File: src/assert_macros.svh
// Assertion macros used by the top level of the signature checker.
`ifndef ASSERT_MACROS_SVH
`define ASSERT_MACROS_SVH

`ifndef ASSERT_OFF

// Property that must hold at every clock edge outside reset.
`define ASSERT_PROP(label, clk, rst, prop, msg) \
   label: assert property (@(posedge clk) disable iff (rst) (prop)) else $error(msg);

// Implication: when cond holds, check holds in the next cycle.
`define ASSERT_NEXT(label, clk, rst, cond, check, msg) \
   label: assert property (@(posedge clk) disable iff (rst) (cond) |=> (check)) else $error(msg);

`else

`define ASSERT_PROP(label, clk, rst, prop, msg)
`define ASSERT_NEXT(label, clk, rst, cond, check, msg)

`endif

`endif

File: src/dschk_pkg.sv
// Types, constants and the half-order table for the DER signature checker.
package dschk_pkg;

   localparam logic [7:0] SEQ_TAG      = 8'h30;
   localparam logic [7:0] INT_TAG      = 8'h02;
   localparam int         SIGN_BIT     = 7;
   localparam logic [6:0] MIN_LEN      = 7'd8;
   localparam logic [6:0] MAX_LEN      = 7'd72;
   localparam logic [6:0] COUNT_SAT    = 7'd73;
   localparam logic [7:0] S_FULL_LEN   = 8'd32;
   localparam logic [7:0] S_MAX_LEN    = 8'd33;

   // S against half the group order
   localparam logic [1:0] CMP_EQUAL    = 2'd0;
   localparam logic [1:0] CMP_LESS     = 2'd1;
   localparam logic [1:0] CMP_GREATER  = 2'd2;

   typedef struct packed {
      logic [6:0] byte_count;
      logic [7:0] seq_length;
      logic [7:0] r_length;
      logic [7:0] s_length;
      logic [7:0] r_first_byte;
      logic [7:0] s_first_byte;
      logic       refused;
      logic [1:0] compare_state;
   } dschk_state_type;

   localparam dschk_state_type STATE_RESET = '{
      byte_count:    7'd0,
      seq_length:    8'd0,
      r_length:      8'd0,
      s_length:      8'd0,
      r_first_byte:  8'd0,
      s_first_byte:  8'd0,
      refused:       1'b0,
      compare_state: CMP_EQUAL
   };

   // (n - 1) / 2 of the secp256k1 order, most significant byte first
   function automatic logic [7:0] half_order(input logic [4:0] idx);
      logic [7:0] val;
      case (idx)
         5'd0:    val = 8'h7f;
         5'd16:   val = 8'h5d;
         5'd17:   val = 8'h57;
         5'd18:   val = 8'h6e;
         5'd19:   val = 8'h73;
         5'd20:   val = 8'h57;
         5'd21:   val = 8'ha4;
         5'd22:   val = 8'h50;
         5'd23:   val = 8'h1d;
         5'd24:   val = 8'hdf;
         5'd25:   val = 8'he9;
         5'd26:   val = 8'h2f;
         5'd27:   val = 8'h46;
         5'd28:   val = 8'h68;
         5'd29:   val = 8'h1b;
         5'd30:   val = 8'h20;
         5'd31:   val = 8'ha0;
         default: val = 8'hff;
      endcase
      return val;
   endfunction

endpackage

File: src/dschk_core.sv
// Per-byte parse step and final verdict for the DER signature checker.
module dschk_core (
   input  dschk_pkg::dschk_state_type cur,
   input  logic [7:0]                 sig_byte,
   input  logic                       last,
   output dschk_pkg::dschk_state_type nxt,
   output logic                       verdict
);

   dschk_pkg::dschk_state_type upd;
   logic [6:0] pos;
   logic [7:0] rl;
   logic [8:0] pos9;
   logic [8:0] r_end;
   logic [9:0] k;
   logic [9:0] kp;
   logic [9:0] p;
   logic [7:0] ho;
   logic       bad;

   assign pos   = cur.byte_count;
   assign rl    = cur.r_length;
   assign pos9  = {2'b00, pos};
   assign r_end = 9'd4 + {1'b0, rl};
   assign k     = {3'b000, pos} - 10'd6 - {2'b00, rl};
   assign kp    = k + 10'd32;
   assign p     = kp - {2'b00, cur.s_length};
   assign ho    = dschk_pkg::half_order(p[4:0]);

   always_comb begin
      upd = cur;
      if (pos < dschk_pkg::COUNT_SAT) begin
         upd.byte_count = pos + 7'd1;
         if (pos == 7'd0) begin
            if (sig_byte != dschk_pkg::SEQ_TAG) upd.refused = 1'b1;
         end else if (pos == 7'd1) begin
            upd.seq_length = sig_byte;
         end else if (pos == 7'd2) begin
            if (sig_byte != dschk_pkg::INT_TAG) upd.refused = 1'b1;
         end else if (pos == 7'd3) begin
            upd.r_length = sig_byte;
            if (sig_byte == 8'd0) upd.refused = 1'b1;
         end else if (rl != 8'd0) begin
            if (pos9 < r_end) begin
               if (pos == 7'd4) begin
                  upd.r_first_byte = sig_byte;
                  if (sig_byte[dschk_pkg::SIGN_BIT]) upd.refused = 1'b1;
               end
               // redundant zero pad in front of R
               if (pos == 7'd5 && rl > 8'd1 && cur.r_first_byte == 8'd0
                   && !sig_byte[dschk_pkg::SIGN_BIT]) upd.refused = 1'b1;
            end else if (pos9 == r_end) begin
               if (sig_byte != dschk_pkg::INT_TAG) upd.refused = 1'b1;
            end else if (pos9 == r_end + 9'd1) begin
               upd.s_length = sig_byte;
               if (sig_byte == 8'd0) upd.refused = 1'b1;
               upd.compare_state = (sig_byte < dschk_pkg::S_FULL_LEN) ?
                                   dschk_pkg::CMP_LESS : dschk_pkg::CMP_EQUAL;
            end else if (k < {2'b00, cur.s_length}) begin
               if (k == 10'd0) begin
                  upd.s_first_byte = sig_byte;
                  if (sig_byte[dschk_pkg::SIGN_BIT]) upd.refused = 1'b1;
               end
               if (k == 10'd1 && cur.s_first_byte == 8'd0
                   && !sig_byte[dschk_pkg::SIGN_BIT]) upd.refused = 1'b1;
               // S aligned to the low end of the 32-byte half order
               if (kp >= {2'b00, cur.s_length} && p < 10'd32
                   && cur.compare_state == dschk_pkg::CMP_EQUAL) begin
                  if (sig_byte < ho) begin
                     upd.compare_state = dschk_pkg::CMP_LESS;
                  end else if (sig_byte > ho) begin
                     upd.compare_state = dschk_pkg::CMP_GREATER;
                  end
               end
            end
         end
      end
   end

   always_comb begin
      bad = upd.refused;
      if (upd.byte_count < dschk_pkg::MIN_LEN || upd.byte_count > dschk_pkg::MAX_LEN)
         bad = 1'b1;
      if ({1'b0, upd.seq_length} + 9'd2 != {2'b00, upd.byte_count}) bad = 1'b1;
      if (upd.r_length == 8'd0 || upd.s_length == 8'd0) bad = 1'b1;
      if (10'd6 + {2'b00, upd.r_length} + {2'b00, upd.s_length}
          != {3'b000, upd.byte_count}) bad = 1'b1;
      if (upd.s_length > dschk_pkg::S_MAX_LEN) bad = 1'b1;
      if (upd.s_length == dschk_pkg::S_MAX_LEN && upd.s_first_byte != 8'd0) bad = 1'b1;
      if (upd.compare_state == dschk_pkg::CMP_GREATER) bad = 1'b1;
   end

   assign verdict = bad;
   assign nxt     = last ? dschk_pkg::STATE_RESET : upd;

endmodule

File: src/der_signature_standardness_check_top.sv
// Top level of the strict DER / low-S signature checker.
//
//   channel | direction | tdata              | tlast | words
//   req_    | in        | [7:0] sig_byte     | last  | one per signature byte
//   rsp_    | out       | [0] verdict        | none  | one per signature
//
// One byte per cycle sustained: the byte register feeds the parse step, whose
// result the state registers take directly; the verdict register takes the
// result of the last byte. A byte with last waits in the byte register only
// while a previous verdict is still untaken. Synchronous reset clears the
// parse state and both valid flags.
`include "assert_macros.svh"

module der_signature_standardness_check_top (
   input  logic       clock,
   input  logic       reset,
   input  logic       req_tvalid,
   output logic       req_tready,
   input  logic [7:0] req_tdata,   // [7:0] sig_byte
   input  logic       req_tlast,
   output logic       rsp_tvalid,
   input  logic       rsp_tready,
   output logic [7:0] rsp_tdata    // [0] verdict, [7:1] zero
);

   logic       in_valid_ff, in_valid_in;
   logic [7:0] in_byte_ff;
   logic       in_last_ff;
   logic       out_valid_ff, out_valid_in;
   logic       out_verdict_ff, out_verdict_in;
   logic       advance;
   logic       core_verdict;
   dschk_pkg::dschk_state_type state_ff, state_in, core_next;

   dschk_core u_core (
      .cur      (state_ff),
      .sig_byte (in_byte_ff),
      .last     (in_last_ff),
      .nxt      (core_next),
      .verdict  (core_verdict)
   );

   // a last word needs room in the verdict register
   assign advance    = in_valid_ff && (!in_last_ff || !out_valid_ff || rsp_tready);
   assign req_tready = !in_valid_ff || advance;

   assign in_valid_in    = req_tvalid ? 1'b1 : (in_valid_ff && !advance);
   assign state_in       = advance ? core_next : state_ff;
   assign out_valid_in   = (advance && in_last_ff) ? 1'b1 : (out_valid_ff && !rsp_tready);
   assign out_verdict_in = (advance && in_last_ff) ? core_verdict : out_verdict_ff;

   always_ff @(posedge clock) begin
      if (reset) begin
         in_valid_ff  <= 1'b0;
         out_valid_ff <= 1'b0;
         state_ff     <= dschk_pkg::STATE_RESET;
      end else begin
         in_valid_ff  <= req_tready ? in_valid_in : in_valid_ff;
         out_valid_ff <= out_valid_in;
         state_ff     <= state_in;
      end
   end

   always_ff @(posedge clock) begin
      if (req_tvalid && req_tready) begin
         in_byte_ff <= req_tdata;
         in_last_ff <= req_tlast;
      end
      out_verdict_ff <= out_verdict_in;
   end

   assign rsp_tvalid = out_valid_ff;
   assign rsp_tdata  = {7'd0, out_verdict_ff};

   `ASSERT_NEXT(a_last_gives_verdict, clock, reset, advance && in_last_ff, out_valid_ff, "last byte taken without a verdict")
   `ASSERT_NEXT(a_state_cleared, clock, reset, advance && in_last_ff, state_ff.byte_count == 7'd0, "state not cleared after verdict")
   `ASSERT_NEXT(a_count_step, clock, reset, advance && !in_last_ff && state_ff.byte_count < dschk_pkg::COUNT_SAT, state_ff.byte_count == $past(state_ff.byte_count) + 7'd1, "byte count did not step")
   `ASSERT_PROP(a_no_overwrite, clock, reset, !(in_valid_ff && in_last_ff && out_valid_ff && !rsp_tready && advance), "verdict overwritten while stalled")
   `ASSERT_PROP(a_count_sat, clock, reset, state_ff.byte_count <= dschk_pkg::COUNT_SAT, "byte count past saturation")

endmodule
File: config.mk
export PLATFORM = sky130hd
export DESIGN_NAME = der_signature_standardness_check_top
export DESIGN_NICKNAME = d
export VERILOG_FILES = /design/src/dschk_pkg.sv /design/src/dschk_core.sv /design/src/der_signature_standardness_check_top.sv
export VERILOG_INCLUDE_DIRS = /design/src /design/src/src
export SDC_FILE = /design/constraint.sdc
export NUM_CORES = 1
export LEC_CHECK = 0
export BUFFER_PORTS_ARGS = -buffer_cell sky130_fd_sc_hd__buf_2
export CORE_MARGIN = 1
export CORE_UTILIZATION = 61
export CTS_BUF_LIST = sky130_fd_sc_hd__clkbuf_4
export CTS_CLUSTER_SIZE = 40
export DETAILED_ROUTE_END_ITERATION = 6
export GPL_TIMING_DRIVEN = 0
export PLACE_DENSITY = 0.84
export SLEW_MARGIN = 20
export SYNTH_ARGS = -nofsm -noshare
export SYNTH_HDL_FRONTEND = slang
export SYNTH_SLANG_ARGS = --single-unit
File: constraint.sdc
create_clock -name clock -period 6.25 [get_ports clock]
set_input_delay 0 -clock clock [delete_from_list [all_inputs] [get_ports clock]]
set_output_delay 0 -clock clock [all_outputs]
set_load 0.01 [all_outputs]
---- After elaboration in Yosys (flattened, before gate mapping) ----
Memory sizes are Yosys's and may differ from the RTL's.
Cells that the tools add are included.
Widths: inputs -> output; s select.
word-level totals
  bits in registers ....................... 62
  ROM bits ................................ 256
  input bits .............................. 13
  output and inout port bits .............. 10
  word-level logic and storage cells ...... 156
  memories kept ........................... 1
operators by class
  $add $sub $neg .......................... 10
  $lt $le $gt $ge ......................... 12
  equality and inequality tests ........... 18
  muxes and demuxes ....................... 62
  reduce and logical (&&, ||, !) cells .... 40
memories
  name             words  width  rd ports  clocked after Yosys merged registers in  wr ports  RTL line         RTL
  (no name shown)  32     8      1         0                                        0         dschk_pkg.sv:43  case (idx)
operators by type and width
  cell                   count
  $mux 11                10
  $mux 50                2
  $mux 9                 11
  $mux 8                 10
  $logic_not 8->1        5
  $mux 40                1
  $mux 35                1
  $mux 32                1
  $mux 27                1
  $mux 24                1
  $sub 10x8->10          2
  $add 3x8->9 const A    2
  $eq 7x9->1             2
  $mux 2                 8
  $reduce_bool 8->1      2
  $mux 1                 15
  $eq 7x2->1 const B     2
  $eq 7x3->1 const B     2
  $logic_and 1x1->1      13
  $add 10x6->10 const B  1
  $add 10x8->10          1
  $eq 10x1->1 const B    1
  $ge 10x8->1            1
  $logic_not 10->1       1
  other kinds (31)       46

---- Depth between registers and ports, before layout ----
Gate-level depths: netlist (run 1).
  depth in word-level cells ............... 38
  depth in mapped cells ................... 27
  gate-level depth less buffers ........... 23

---- Modules after synthesis ----
From an unflattened synthesis (run 1), not the netlist that was laid out.
second synthesis, totals
  cell total of the unflattened synthesis .. 875
  area, all modules ....................... 7193.1 µm²
modules (own cells, without submodules)
  module                                times used  cells an instance  area each (µm²)  seq. area each (µm²)
  dschk_core                            1           628                4444.3           0.0
  der_signature_standardness_check_top  1           247                2748.9           1341.3

---- Worst setup path before layout (run 1) ----
Ideal clock, no wire load.
  kind .................................... register to register
  from .................................... register state_ff[45] (netlist name)
  to ...................................... register out_verdict_ff (data pin)
  library setup time ...................... 0.259 ns
  arrival ................................. 5.150 ns
  data required time ...................... 5.991 ns
  slack ................................... 0.841 ns
  stages on the path, launching flop included .. 25
  path buffers ............................ 4
  clock period less this slack ............ 5.409 ns
  cell sequence ........................... dfxtp_1 -> clkbuf_1 -> inv_1 -> ha_1 -> a21boi_1 -> o21ai_1 -> nor4_1 -> and4b_1 -> buf_2 -> or4b_1 -> buf_2 -> buf_2 -> o21ai_0 -> ha_1 -> inv_1 -> fa_1 -> nor2b_1 -> o21ai_0 -> a21oi_1 -> and2_1 -> mux2i_1 -> a21o_1 -> nor4_1 -> or4b_1 -> a211o_1
between the ends
  longest elaborated chain between the ends .. 36
  elaborated cells between the ends (all ways) .. 99
  classes of those cells .................. add/sub (8); order compare (10); eq/ne (12); mux (52); reduce/logical (16); memory (1)
RTL lines
  what                                                                    RTL line                                    RTL
  start: declaration                                                      der_signature_standardness_check_top.sv:33  dschk_pkg::dschk_state_type state_ff, state_in, core_next;
  start signal: assignment                                                der_signature_standardness_check_top.sv:56  state_ff <= dschk_pkg::STATE_RESET;
  start signal: assignment                                                der_signature_standardness_check_top.sv:60  state_ff <= state_in;
  parallel branches: the longest is 32 deep, another holds $sub 10x8->10  -
  $mux 50 (*)                                                             dschk_core.sv:32                            if (pos < dschk_pkg::COUNT_SAT) begin
  $reduce_bool 8->1                                                       dschk_core.sv:89                            if (upd.s_length == dschk_pkg::S_MAX_LEN && upd.s_first_byte != 8'd0) bad = 1'b1;
  $logic_and 1x1->1                                                       dschk_core.sv:89
  $reduce_or 7->1 (no source line)                                        -
  end signal: assignment                                                  der_signature_standardness_check_top.sv:69  out_verdict_ff <= out_verdict_in;
  end: declaration                                                        der_signature_standardness_check_top.sv:30  logic out_verdict_ff, out_verdict_in;
Every way passes the cells marked *. The select of a mux whose other input is x is not followed.
A chain may end at the register's enable or synchronous reset.

---- Worst setup path in the final report (run 1) ----
  from .................................... register state_ff[29] (netlist name)
  to ...................................... register out_verdict_ff (data pin)
between the ends
  longest elaborated chain between the ends .. 35
  elaborated cells between the ends (all ways) .. 87
  classes of those cells .................. add/sub (7); order compare (8); eq/ne (6); mux (50); reduce/logical (15); memory (1)
RTL lines
  what                                                                    RTL line
  parallel branches: the longest is 31 deep, another holds $sub 10x8->10  -
  $mux 50 (*)                                                             dschk_core.sv:32
  $reduce_bool 8->1                                                       dschk_core.sv:89
  $logic_and 1x1->1                                                       dschk_core.sv:89
  $reduce_or 7->1 (no source line)                                        -
Marked as above.

==> results of run 1 <==
-- sequential cells by signal, summed over array words and instances (netlist names) --
name and cells:
in_byte_ff 8, in_last_ff 1, in_valid_ff 1, out_verdict_ff 1, rsp_tvalid 1, state_ff 50
-- layer usage --
layer	global-route usage	wire length (um)	vias to the layer above	share of wire
met4	0.2091	1057	0	0.052
met3	0.05780	1675	80	0.083
met5	0	0	-	0
li1	-	-	3064	-
met1	0.4938	8215	3098	0.41
met2	0.6456	9190	366	0.46
-- worst register-to-register path: stages, from the launching register on --
cell and delay, ns:
dfxtp_1 0.40, ha_2 0.24, xor2_2 0.24, inv_2 0.12, ha_1 0.35, a2111oi_0 0.49, o21a_1 0.21, and4b_1 0.19
clkbuf_4 0.19, or4b_4 0.24, buf_2 0.31, mux2_2 0.40, ha_1 0.35, nor2b_2 0.19, o31a_1 0.28, a21oi_1 0.19
and2_1 0.17, mux2i_1 0.08, a21o_1 0.17, nor4_1 0.22, or4b_1 0.46, a211o_1 0.27
-- cells by family (layout without fill, tap and decap cells) --
group           Yosys count  after routing  synth area share
xor+xnor                 45             45           0.06430
other cells               1              7         0.0006004
compound gates          218            218            0.2308
fa+ha+maj                68             68            0.1398
simple gates            305            305            0.2420
buf+inv                  95            137           0.06550
flops                    62             62            0.2147
mux                      24             24           0.04227
-- worst max-delay path by stage --
stage	endpoint	slack [ns]
4_1_cts	out_verdict_ff$_SDFFCE_PP1P_	0.008
3_3_place_gp	out_verdict_ff$_SDFFCE_PP1P_	-0.19
2_1_floorplan	out_verdict_ff$_SDFFCE_PP1P_	0.84
6_report	out_verdict_ff$_SDFFCE_PP1P_	0.27
5_1_grt	out_verdict_ff$_SDFFCE_PP1P_	0.04
3_5_place_dp	out_verdict_ff$_SDFFCE_PP1P_	-0.26
-- through the flow --
| stage | hold slack [ns] | setup slack, ns | instances |
|---|---|---|---|
| 6_report | 0.2697 | 0.2728 | 999 |
| 3_3_place_gp | 0.1765 | -0.1871 | 971 |
| 5_1_grt | 0.2617 | 0.03918 | 999 |
| 2_1_floorplan | 0.09887 | 0.8411 | 824 |
| 4_1_cts | 0.2585 | 0.008022 | 1000 |
| 3_5_place_dp | 0.1781 | -0.2608 | 971 |
-- cell type report --
| type | count | area, um^2 | share of cell area |
|---|---|---|---|
| clock buffers | 9 | 67.56 | 0.009883 |
| flip-flops and latches | 62 | 1345 | 0.1967 |
| repair buffers | 28 | 207.7 | 0.03038 |
| multi-input cells | 667 | 4587 | 0.6709 |
| inverters | 42 | 157.7 | 0.02306 |
| well taps | 133 | 166.4 | 0.02434 |
| clock inverters | 7 | 50.05 | 0.007321 |
| plain buffers | 51 | 255.2 | 0.03734 |
-- power by group through the flow --
| stage | sequential [mW] | combinational [mW] | clock, mW |
|---|---|---|---|
| floorplan | 0.423 | 0.0661 | 0 |
| global placement | 0.426 | 0.0933 | 0 |
| detailed placement | 0.426 | 0.0963 | 0 |
| CTS | 0.417 | 0.103 | 0.252 |
| global route | 0.418 | 0.117 | 0.268 |
| finish | 0.418 | 0.109 | 0.255 |
-- cell usage in the layout (no fill, tap or decap), types with 29 or more instances in the layout --
cell type / count
nand2_1: 61
nor2_1: 108
inv_1: 41
a21oi_1: 48
nand3_1: 30
o21ai_0: 37
a22oi_1: 37
xnor2_1: 29
dfxtp_1: 49
ha_1: 63
clkbuf_1: 29
-- timing repair --
action | CTS | global route
resized for setup | 5 | 18
setup endpoints to repair | 1 | 1
pin swaps | 0 | 3
endpoints found under the hold margin | 12 | 0
hold buffers | 13 | 0
buffers inserted | 0 | 1
==> impl_metrics.csv, run 1 <==
group,metric,value,unit
run_status,status,"finished clean",
worst_setup_path,worst-path-stages,21,
global_routing,grt_pass1_wl,31.17,mm
logic_synthesis,syn-instance-count,818,
timing,drv_slew,0,
job,maxCapViolCount,0,
power_and_ir_drop,p_clk_frac,0.326,
worst_setup_path,reg2reg_depth,21,
global_routing,antenna_found_initial,0,
route,ant_nets,0,
place,gp_congestion,1.051,
min_path,hold_class,"primary input to flop",
logic_synthesis,synth_edf_count,10,
cells_and_area,design_area,0.006837,mm^2
clock_tree,cts_tree,"done",
timing,tightest_slew,0.9805,ns
worst_setup_path,r2r-end,"out_verdict_ff$_SDFFCE_PP1P_",
power_and_ir_drop,power_frac_seq,0.534,
logic_synthesis,synth_most_common_cell,"nor2_1",
power_and_ir_drop,power.internal,0.5302,mW
worst_setup_path,critical_path_buf_inv_count,3,
worst_setup_path,rr_startpoint,"state_ff[29]$_SDFFE_PP0P_",
logic_synthesis,syn_area,0.006246,mm^2
cells_and_area,final_nets,942,
timing,finalClockSkew,0.01892,ns
place,hpwl,14.93,mm
clock_tree,htree_levels,3,
worst_setup_path,crit_top_cell,"ha_1",
cells_and_area,n_antenna_cell,0,
clock_tree,cts_buffer_depth,2,
clock_tree,numClockSinks,62,
cells_and_area,fill_cells,838,
floorplanning,rows,36,
logic_synthesis,synth_area_leaders,"dfxtp_1 17%, ha_1 13%, nor2_1 6.5%, edfxtp_1 4.8%, xnor2_1 4.5%",
worst_setup_path,crit_fanout,14,
timing,fin_tns_setup,0,ns
logic_synthesis,synthTopCellsByCount,"108 x nor2_1, 65 x ha_1, 61 x nand2_1, 52 x dfxtp_1, 48 x a21oi_1",
logic_synthesis,synth-main-ff-cell,"dfxtp_1",
clock_tree,cts_root_buf,"clkbuf_4",
logic_synthesis,synth_warnings,0,
floorplanning,pin_count,23,
route,wl_per_cell,20.16,um
min_path,whs_endpoint,"in_last_ff$_DFFE_PP_",
route,wl,20.14,mm
logic_synthesis,seq_area_frac_synth,0.2147,
global_routing,grt_usage,0.3907,
global_routing,grt_overflow,0,
min_path,min_from,"req_tlast",
timing,fmax,167.3,MHz
worst_setup_path,cp_slowest_stage_delay,0.49,ns
route,viasPerCell,6.615,
logic_synthesis,synth.distinct_cells,76,
timing,hold_viol_final,0,
clock_tree,numCtsBuffers,9,
worst_setup_path,crit_start,"state_ff[29]$_SDFFE_PP0P_",
floorplanning,die_w,103.2,um
worst_setup_path,start_kind,"flop",
timing,rsz0062_at_grt,"false",
min_path,worstHoldPathCells,2,
timing,finalSetupViolations,0,
worst_setup_path,critical_path_class,"flop to flop",
global_routing,grt_pass1_vias,6146,
power_and_ir_drop,power.leakage,2.672,nW
logic_synthesis,async_flop_share,0,
power_and_ir_drop,p_total,0.7817,mW
floorplanning,dieArea,0.01065,mm^2
logic_synthesis,ys_ff_latch,62,
floorplanning,initial_utilization,0.6332,
timing,finalCritPeriodShare,0.9563,
clock_tree,clk_pin_slew,0.13,ns
cells_and_area,drive_above_1_share,0.1097,
power_and_ir_drop,power.density,114.3,mW/mm^2
floorplanning,core-area,0.009864,mm^2
route,first_pass_iters,5,
timing,slew_headroom,0.3413,
worst_setup_path,r2r_slack,0.27,ns
place,io_buffers,14,
power_and_ir_drop,swShare,0.3217,
route,vias,6608,
worst_setup_path,end_kind,"flop",
cells_and_area,fin_util,0.6930,
logic_synthesis,synth_top_area_share,0.1667,
route,drtIter0Drc,780,
power_and_ir_drop,combPwrFrac,0.140,
place,placed_area,0.006511,mm^2
power_and_ir_drop,p_sw,0.2515,mW
worst_setup_path,cp_cell_sequence,"ha_2, xor2_2, inv_2, ha_1, a2111oi_0, o21a_1, and4b_1, clkbuf_4, or4b_4, buf_2, mux2_2, ha_1, nor2b_2, o31a_1, a21oi_1, and2_1, mux2i_1, a21o_1, nor4_1, or4b_1, a211o_1",
global_routing,grt_max_degree,13,
worst_setup_path,crit_family,"compound AO/OA/AOI/OAI gates",
logic_synthesis,synth_area_leader_cell,"dfxtp_1",
worst_setup_path,worstPathRequired,6.46,ns
worst_setup_path,crit_slowest_cell,"a2111oi_0",
power_and_ir_drop,vdd_drop_max,0.0001194,V
floorplanning,die-height,103.2,um
logic_synthesis,avgSynthCellArea,7.636,um^2
timing,min_period,5.977,ns
route,drc,0,
clock_tree,clk_latency,0.44,ns
cells_and_area,area_growth,9.455,%
worst_setup_path,cp.arrival,6.18,ns
(Power assumes the default switching activity.)
==> run 2: changes to the inputs <==
--- a/config.mk
+++ b/config.mk
@@ -9,11 +9,12 @@
 export BUFFER_PORTS_ARGS = -buffer_cell sky130_fd_sc_hd__buf_2
 export CORE_MARGIN = 1
 export CORE_UTILIZATION = 61
-export CTS_BUF_LIST = sky130_fd_sc_hd__clkbuf_4
+export CTS_BUF_LIST = sky130_fd_sc_hd__clkbuf_8
 export CTS_CLUSTER_SIZE = 40
 export DETAILED_ROUTE_END_ITERATION = 6
 export GPL_TIMING_DRIVEN = 0
 export PLACE_DENSITY = 0.84
+export SKIP_CTS_REPAIR_TIMING = 1
 export SLEW_MARGIN = 20
 export SYNTH_ARGS = -nofsm -noshare
 export SYNTH_HDL_FRONTEND = slang
==> impl_metrics.csv, run 2 (synthesized netlist as in run 1, its figures left out) <==
group,metric,value,unit
worst_setup_path,crit_family,"simple AND/OR/NAND/NOR gates",
floorplanning,core-area,0.009864,mm^2
timing,finalCritPeriodShare,0.9696,
worst_setup_path,end_kind,"flop",
timing,finalSetupViolations,0,
worst_setup_path,crit_fanout,10,
route,wl,20.28,mm
global_routing,grt_pass1_vias,6076,
clock_tree,cts_buffer_depth,2,
global_routing,grt_pass1_wl,30.36,mm
place,dpl.cell_count,971,
clock_tree,numClockSinks,62,
worst_setup_path,reg2reg_depth,24,
cells_and_area,layout_common_cells,"108 x nor2_1, 62 x ha_1, 61 x nand2_1",
worst_setup_path,r2r_slack,0.19,ns
cells_and_area,final_nets,940,
global_routing,antenna_found_initial,0,
floorplanning,dieArea,0.01065,mm^2
global_routing,grt_max_degree,13,
timing,hold_ws,-0.001453,ns
route,vias,6598,
worst_setup_path,critical_path_class,"flop to flop",
power_and_ir_drop,combPwrFrac,0.125,
worst_setup_path,cp.arrival,6.18,ns
cells_and_area,largest_register,"state_ff",
route,wl_per_cell,20.34,um
timing,finalWorstSetupSlack,0.1902,ns
clock_tree,cts_tree,"done",
power_and_ir_drop,p_sw,0.2628,mW
timing,fmax,165.0,MHz
cells_and_area,final_common_cell,"nor2_1",
run_status,violations,"negative hold slack",
power_and_ir_drop,power_frac_seq,0.489,
min_path,hold_class,"primary input to flop",
cells_and_area,area_growth,10.46,%
clock_tree,clk_latency,0.37,ns
floorplanning,die_w,103.2,um
worst_setup_path,endpoint,"out_verdict_ff$_SDFFCE_PP1P_",
cells_and_area,design_area,0.006899,mm^2
timing,finalClockSkew,0.01358,ns
power_and_ir_drop,power.leakage,2.686,nW
worst_setup_path,rr_startpoint,"state_ff[30]$_SDFFE_PP0P_",
clock_tree,cts_root_buf,"clkbuf_8",
cells_and_area,reg_top3,"state_ff (50), in_byte_ff (8)",
power_and_ir_drop,power.internal,0.5908,mW
worst_setup_path,worstPathRequired,6.37,ns
route,ant_nets,0,
global_routing,grt_usage,0.3802,
place,hpwl,14.93,mm
place,dp_slack,-0.2608,ns
floorplanning,initial_utilization,0.6332,
power_and_ir_drop,p_total,0.8536,mW
job,maxCapViolCount,0,
floorplanning,die-height,103.2,um
worst_setup_path,cp_cell_sequence,"buf_4, nand3_1, xnor2_2, inv_1, ha_1, nand3_1, nor2_1, nor4_2, and4b_1, clkbuf_4, or4b_4, buf_2, buf_2, mux2_2, ha_1, nor2b_2, o31a_1, a21oi_1, and2_1, mux2i_1, a21o_1, nor4_1, or4b_1, a211o_1",
clock_tree,htree_levels,3,
power_and_ir_drop,swShare,0.3079,
place,gp_congestion,1.051,
global_routing,grt_overflow,0,
timing,slew_headroom,0.3169,
timing,tightest_slew,1.017,ns
cells_and_area,drive_above_1_share,0.1146,
run_status,status,"complete, but fails checks",
cells_and_area,n_antenna_cell,0,
cells_and_area,fin_cells,997,
worst_setup_path,crit_start,"state_ff[30]$_SDFFE_PP0P_",
timing,drv_slew,0,
floorplanning,pin_count,23,
worst_setup_path,crit_slowest_cell,"or4b_4",
worst_setup_path,worst-path-stages,24,
floorplanning,rows,36,
worst_setup_path,cp_slowest_stage_delay,0.50,ns
power_and_ir_drop,p_clk_frac,0.386,
clock_tree,numCtsBuffers,9,
cells_and_area,largest_reg_flops,50,
worst_setup_path,r2r-end,"out_verdict_ff$_SDFFCE_PP1P_",
route,first_pass_iters,5,
route,drc,0,
place,placed_area,0.006511,mm^2
timing,min_period,6.060,ns
clock_tree,clk_pin_slew,0.09,ns
timing,hold_viol_final,1,
power_and_ir_drop,power.density,123.7,mW/mm^2
power_and_ir_drop,vdd_drop_max,0.0001755,V
route,drtIter0Drc,768,
route,viasPerCell,6.618,
worst_setup_path,start_kind,"flop",
place,io_buffers,14,
worst_setup_path,critical_path_buf_inv_count,5,
==> run 2: stage by stage <==
stage | TNS [ns] | utilization
final | 0 | 0.6994
after global routing | -0.04788 | 0.6994
after CTS | -0.3115 | 0.6777
after detailed placement | -0.2608 | 0.6601
after global placement | -0.1871 | 0.6594
after floorplan | 0 | -
==> run 2: cell type report <==
cell class | instances | area [um^2]
Multi-Input combinational cell | 667 | 4617
Fill cell | 825 | 2965
Sequential cell | 62 | 1346
Buffer | 52 | 260.3
Timing Repair Buffer | 25 | 177.7
Tap cell | 133 | 166.4
Inverter | 42 | 157.7
Clock buffer | 9 | 123.9
Clock inverter | 7 | 50.05
==> run 2: how the worst min path moves through the flow <==
stage | start | end | depth (start not counted) | slack, ns
after global placement | req_tdata[1] | in_byte_ff[1]$_DFFE_PP_ | 1 | 0.18
after global routing | rsp_tready | rsp_tvalid$_SDFF_PP0_ | 4 | 0.02
after CTS | req_tdata[1] | in_byte_ff[1]$_DFFE_PP_ | 1 | -0.19
after detailed placement | req_tlast | in_last_ff$_DFFE_PP_ | 1 | 0.18
final | rsp_tready | in_valid_ff$_SDFFE_PP0N_ | 4 | -0.001
after floorplan | req_tdata[0] | in_byte_ff[0]$_DFFE_PP_ | 0 | 0.1
==> run 2: layer usage <==
layer  share of wire  GRT usage
met4           0.053     0.2319
met2            0.46     0.6185
met5               0          0
met3           0.085    0.05242
met1            0.40     0.4798
==> run 2: tightest hold or removal path: stages <==
cell	delay, ns
buf_2	0.08
nor2b_1	0.07
nand3_1	0.10
a21oi_1	0.06
==> run 2: power groups by stage <==
stage	registers [mW]	logic (mW)	clock network, mW
2_1_floorplan	0.423	0.0661	0
3_3_place_gp	0.426	0.0933	0
3_5_place_dp	0.426	0.0963	0
4_1_cts	0.417	0.0969	0.325
5_1_grt	0.418	0.115	0.341
6_report	0.417	0.107	0.329
==> run 3: changes to the inputs <==
--- a/config.mk
+++ b/config.mk
@@ -6,14 +6,16 @@
 export SDC_FILE = /design/constraint.sdc
 export NUM_CORES = 1
 export LEC_CHECK = 0
-export BUFFER_PORTS_ARGS = -buffer_cell sky130_fd_sc_hd__buf_2
+export CAP_MARGIN = 20
+export CORE_ASPECT_RATIO = 2
 export CORE_MARGIN = 1
 export CORE_UTILIZATION = 61
 export CTS_BUF_LIST = sky130_fd_sc_hd__clkbuf_8
 export CTS_CLUSTER_SIZE = 40
 export DETAILED_ROUTE_END_ITERATION = 6
+export DONT_BUFFER_PORTS = 1
 export GPL_TIMING_DRIVEN = 0
-export PLACE_DENSITY = 0.84
+export PLACE_DENSITY = 0.82
 export SKIP_CTS_REPAIR_TIMING = 1
 export SLEW_MARGIN = 20
 export SYNTH_ARGS = -nofsm -noshare
==> impl_metrics.csv, run 3 (synthesized netlist as in run 1, its figures left out) <==
group,metric,value,unit
timing,fmax,170.3,MHz
clock_tree,cts_tree,"done",
power_and_ir_drop,vdd_drop_max,0.0001829,V
floorplanning,initial_utilization,0.6356,
worst_setup_path,start_kind,"flop",
worst_setup_path,crit_slowest_cell,"ha_1",
worst_setup_path,critical_path_buf_inv_count,3,
power_and_ir_drop,p_total,0.9420,mW
cells_and_area,reg_top3,"state_ff (50), in_byte_ff (8)",
timing,tightest_slew,1.064,ns
floorplanning,core-area,0.009827,mm^2
job,maxCapViolCount,0,
global_routing,grt_pass1_vias,6486,
timing,finalSetupViolations,0,
timing,finalCritPeriodShare,0.9396,
timing,hold_ws,0.1787,ns
floorplanning,pin_count,23,
timing,hold_viol_final,0,
cells_and_area,drive_above_1_share,0.09977,
power_and_ir_drop,power.internal,0.6826,mW
worst_setup_path,critical_path_class,"flop to flop",
floorplanning,rows,51,
min_path,hold_class,"primary input to flop",
route,drtIter0Drc,477,
cells_and_area,area_growth,10.64,%
global_routing,grt_usage,0.4191,
worst_setup_path,crit_family,"compound AO/OA/AOI/OAI gates",
route,first_pass_iters,5,
place,gp_congestion,0.9776,
worst_setup_path,cp_cell_sequence,"clkbuf_2, inv_1, ha_1, ha_1, nor2_1, a21oi_1, xor2_1, ha_1, xnor2_1, clkbuf_1, a211oi_1, a211oi_1, ha_1, a21o_1, a21o_1, a21oi_1, o21ai_0, o211ai_1, nor3_1, o21a_1, a211o_1",
clock_tree,htree_levels,3,
clock_tree,clk_pin_slew,0.08,ns
worst_setup_path,cp_slowest_stage_delay,0.48,ns
cells_and_area,design_area,0.006910,mm^2
cells_and_area,final_common_cell,"nor2_1",
power_and_ir_drop,p_sw,0.2593,mW
timing,fin_tns_setup,0,ns
route,wl,21.43,mm
clock_tree,numClockSinks,62,
place,io_buffers,0,
cells_and_area,largest_register,"state_ff",
place,placed_area,0.006440,mm^2
timing,min_period,5.873,ns
timing,drv_slew,0,
clock_tree,cts_root_buf,"clkbuf_8",
cells_and_area,fill_cells,878,
power_and_ir_drop,combPwrFrac,0.114,
floorplanning,die_w,73.55,um
timing,rsz0062_at_grt,"false",
cells_and_area,multi_input_area,0.004617,mm^2
global_routing,antenna_found_initial,0,
route,drc,0,
run_status,status,"finished clean",
power_and_ir_drop,swShare,0.2753,
cells_and_area,n_antenna_cell,0,
cells_and_area,regArea,0.001346,mm^2
floorplanning,dieArea,0.01067,mm^2
power_and_ir_drop,p_clk_frac,0.443,
worst_setup_path,cp.arrival,5.98,ns
clock_tree,numCtsBuffers,9,
cells_and_area,fin_util,0.7032,
worst_setup_path,crit_top_cell,"ha_1",
power_and_ir_drop,power_frac_seq,0.443,
timing,finalClockSkew,0.01551,ns
global_routing,grt_overflow,0,
cells_and_area,final_nets,928,
clock_tree,clk_latency,0.37,ns
cells_and_area,layout_common_cells,"108 x nor2_1, 61 x nand2_1, 61 x ha_1",
route,wl_per_cell,21.77,um
worst_setup_path,worstPathRequired,6.36,ns
power_and_ir_drop,power.leakage,2.670,nW
worst_setup_path,crit_fanout,10,
worst_setup_path,end_kind,"flop",
route,ant_nets,0,
route,viasPerCell,6.611,
global_routing,grt_pass1_wl,33.36,mm
cells_and_area,largest_reg_flops,50,
global_routing,grt_max_degree,13,
floorplanning,die-height,145.1,um
clock_tree,cts_buffer_depth,2,
place,hpwl,16.02,mm
route,vias,6505,
timing,slew_headroom,0.2875,
power_and_ir_drop,power.density,136.3,mW/mm^2
## run 3: cell type report
cell class	count	area share
sequential	62	0.1948
buffer	50	0.03621
clock inverter	6	0.01358
tap	132	0.02390
timing repair buffer	15	0.02064
multi-input combinational	667	0.6681
inverter	42	0.02281
clock buffer	10	0.01992
## run 3: power by group through the flow
stage               combinational (mW)  sequential [mW]  clock [mW]
floorplan                       0.0661            0.423           0
global placement                0.0916            0.426           0
detailed placement              0.0951            0.426           0
CTS                             0.0954            0.417       0.415
global route                     0.115            0.418       0.429
finish                           0.107            0.417       0.417
## run 3: per-stage QoR
stage	cells	setup WS, ns
after detailed placement	956	-0.3573
final	984	0.3774
after CTS	972	-0.4113
after global routing	984	0.01182
after floorplan	824	0.8411
after global placement	956	-0.3090
## run 3: final timing paths
path,startpoint,end,slack (ns),cells after the start
worst max-delay path,state_ff[45]$_SDFFE_PP0P_,out_verdict_ff$_SDFFCE_PP1P_,0.38,21
worst min-delay path,reset,state_ff[2]$_SDFFE_PP0P_,0.18,2
worst max register to register,state_ff[45]$_SDFFE_PP0P_,out_verdict_ff$_SDFFCE_PP1P_,0.38,21
worst min register to register,state_ff[16]$_SDFFE_PP0P_,state_ff[16]$_SDFFE_PP0P_,0.48,2
## run 3: per-layer routing
layer  share of wire  up-vias  wire length [um]  global-route usage
met4           0.083        0              1775              0.3413
met5               0        -                 0                   0
met3           0.074      109              1596              0.1174
met1            0.34     3062              7317              0.4221
met2            0.50      318             10740              0.6885
li1                -     3016                 -                   -
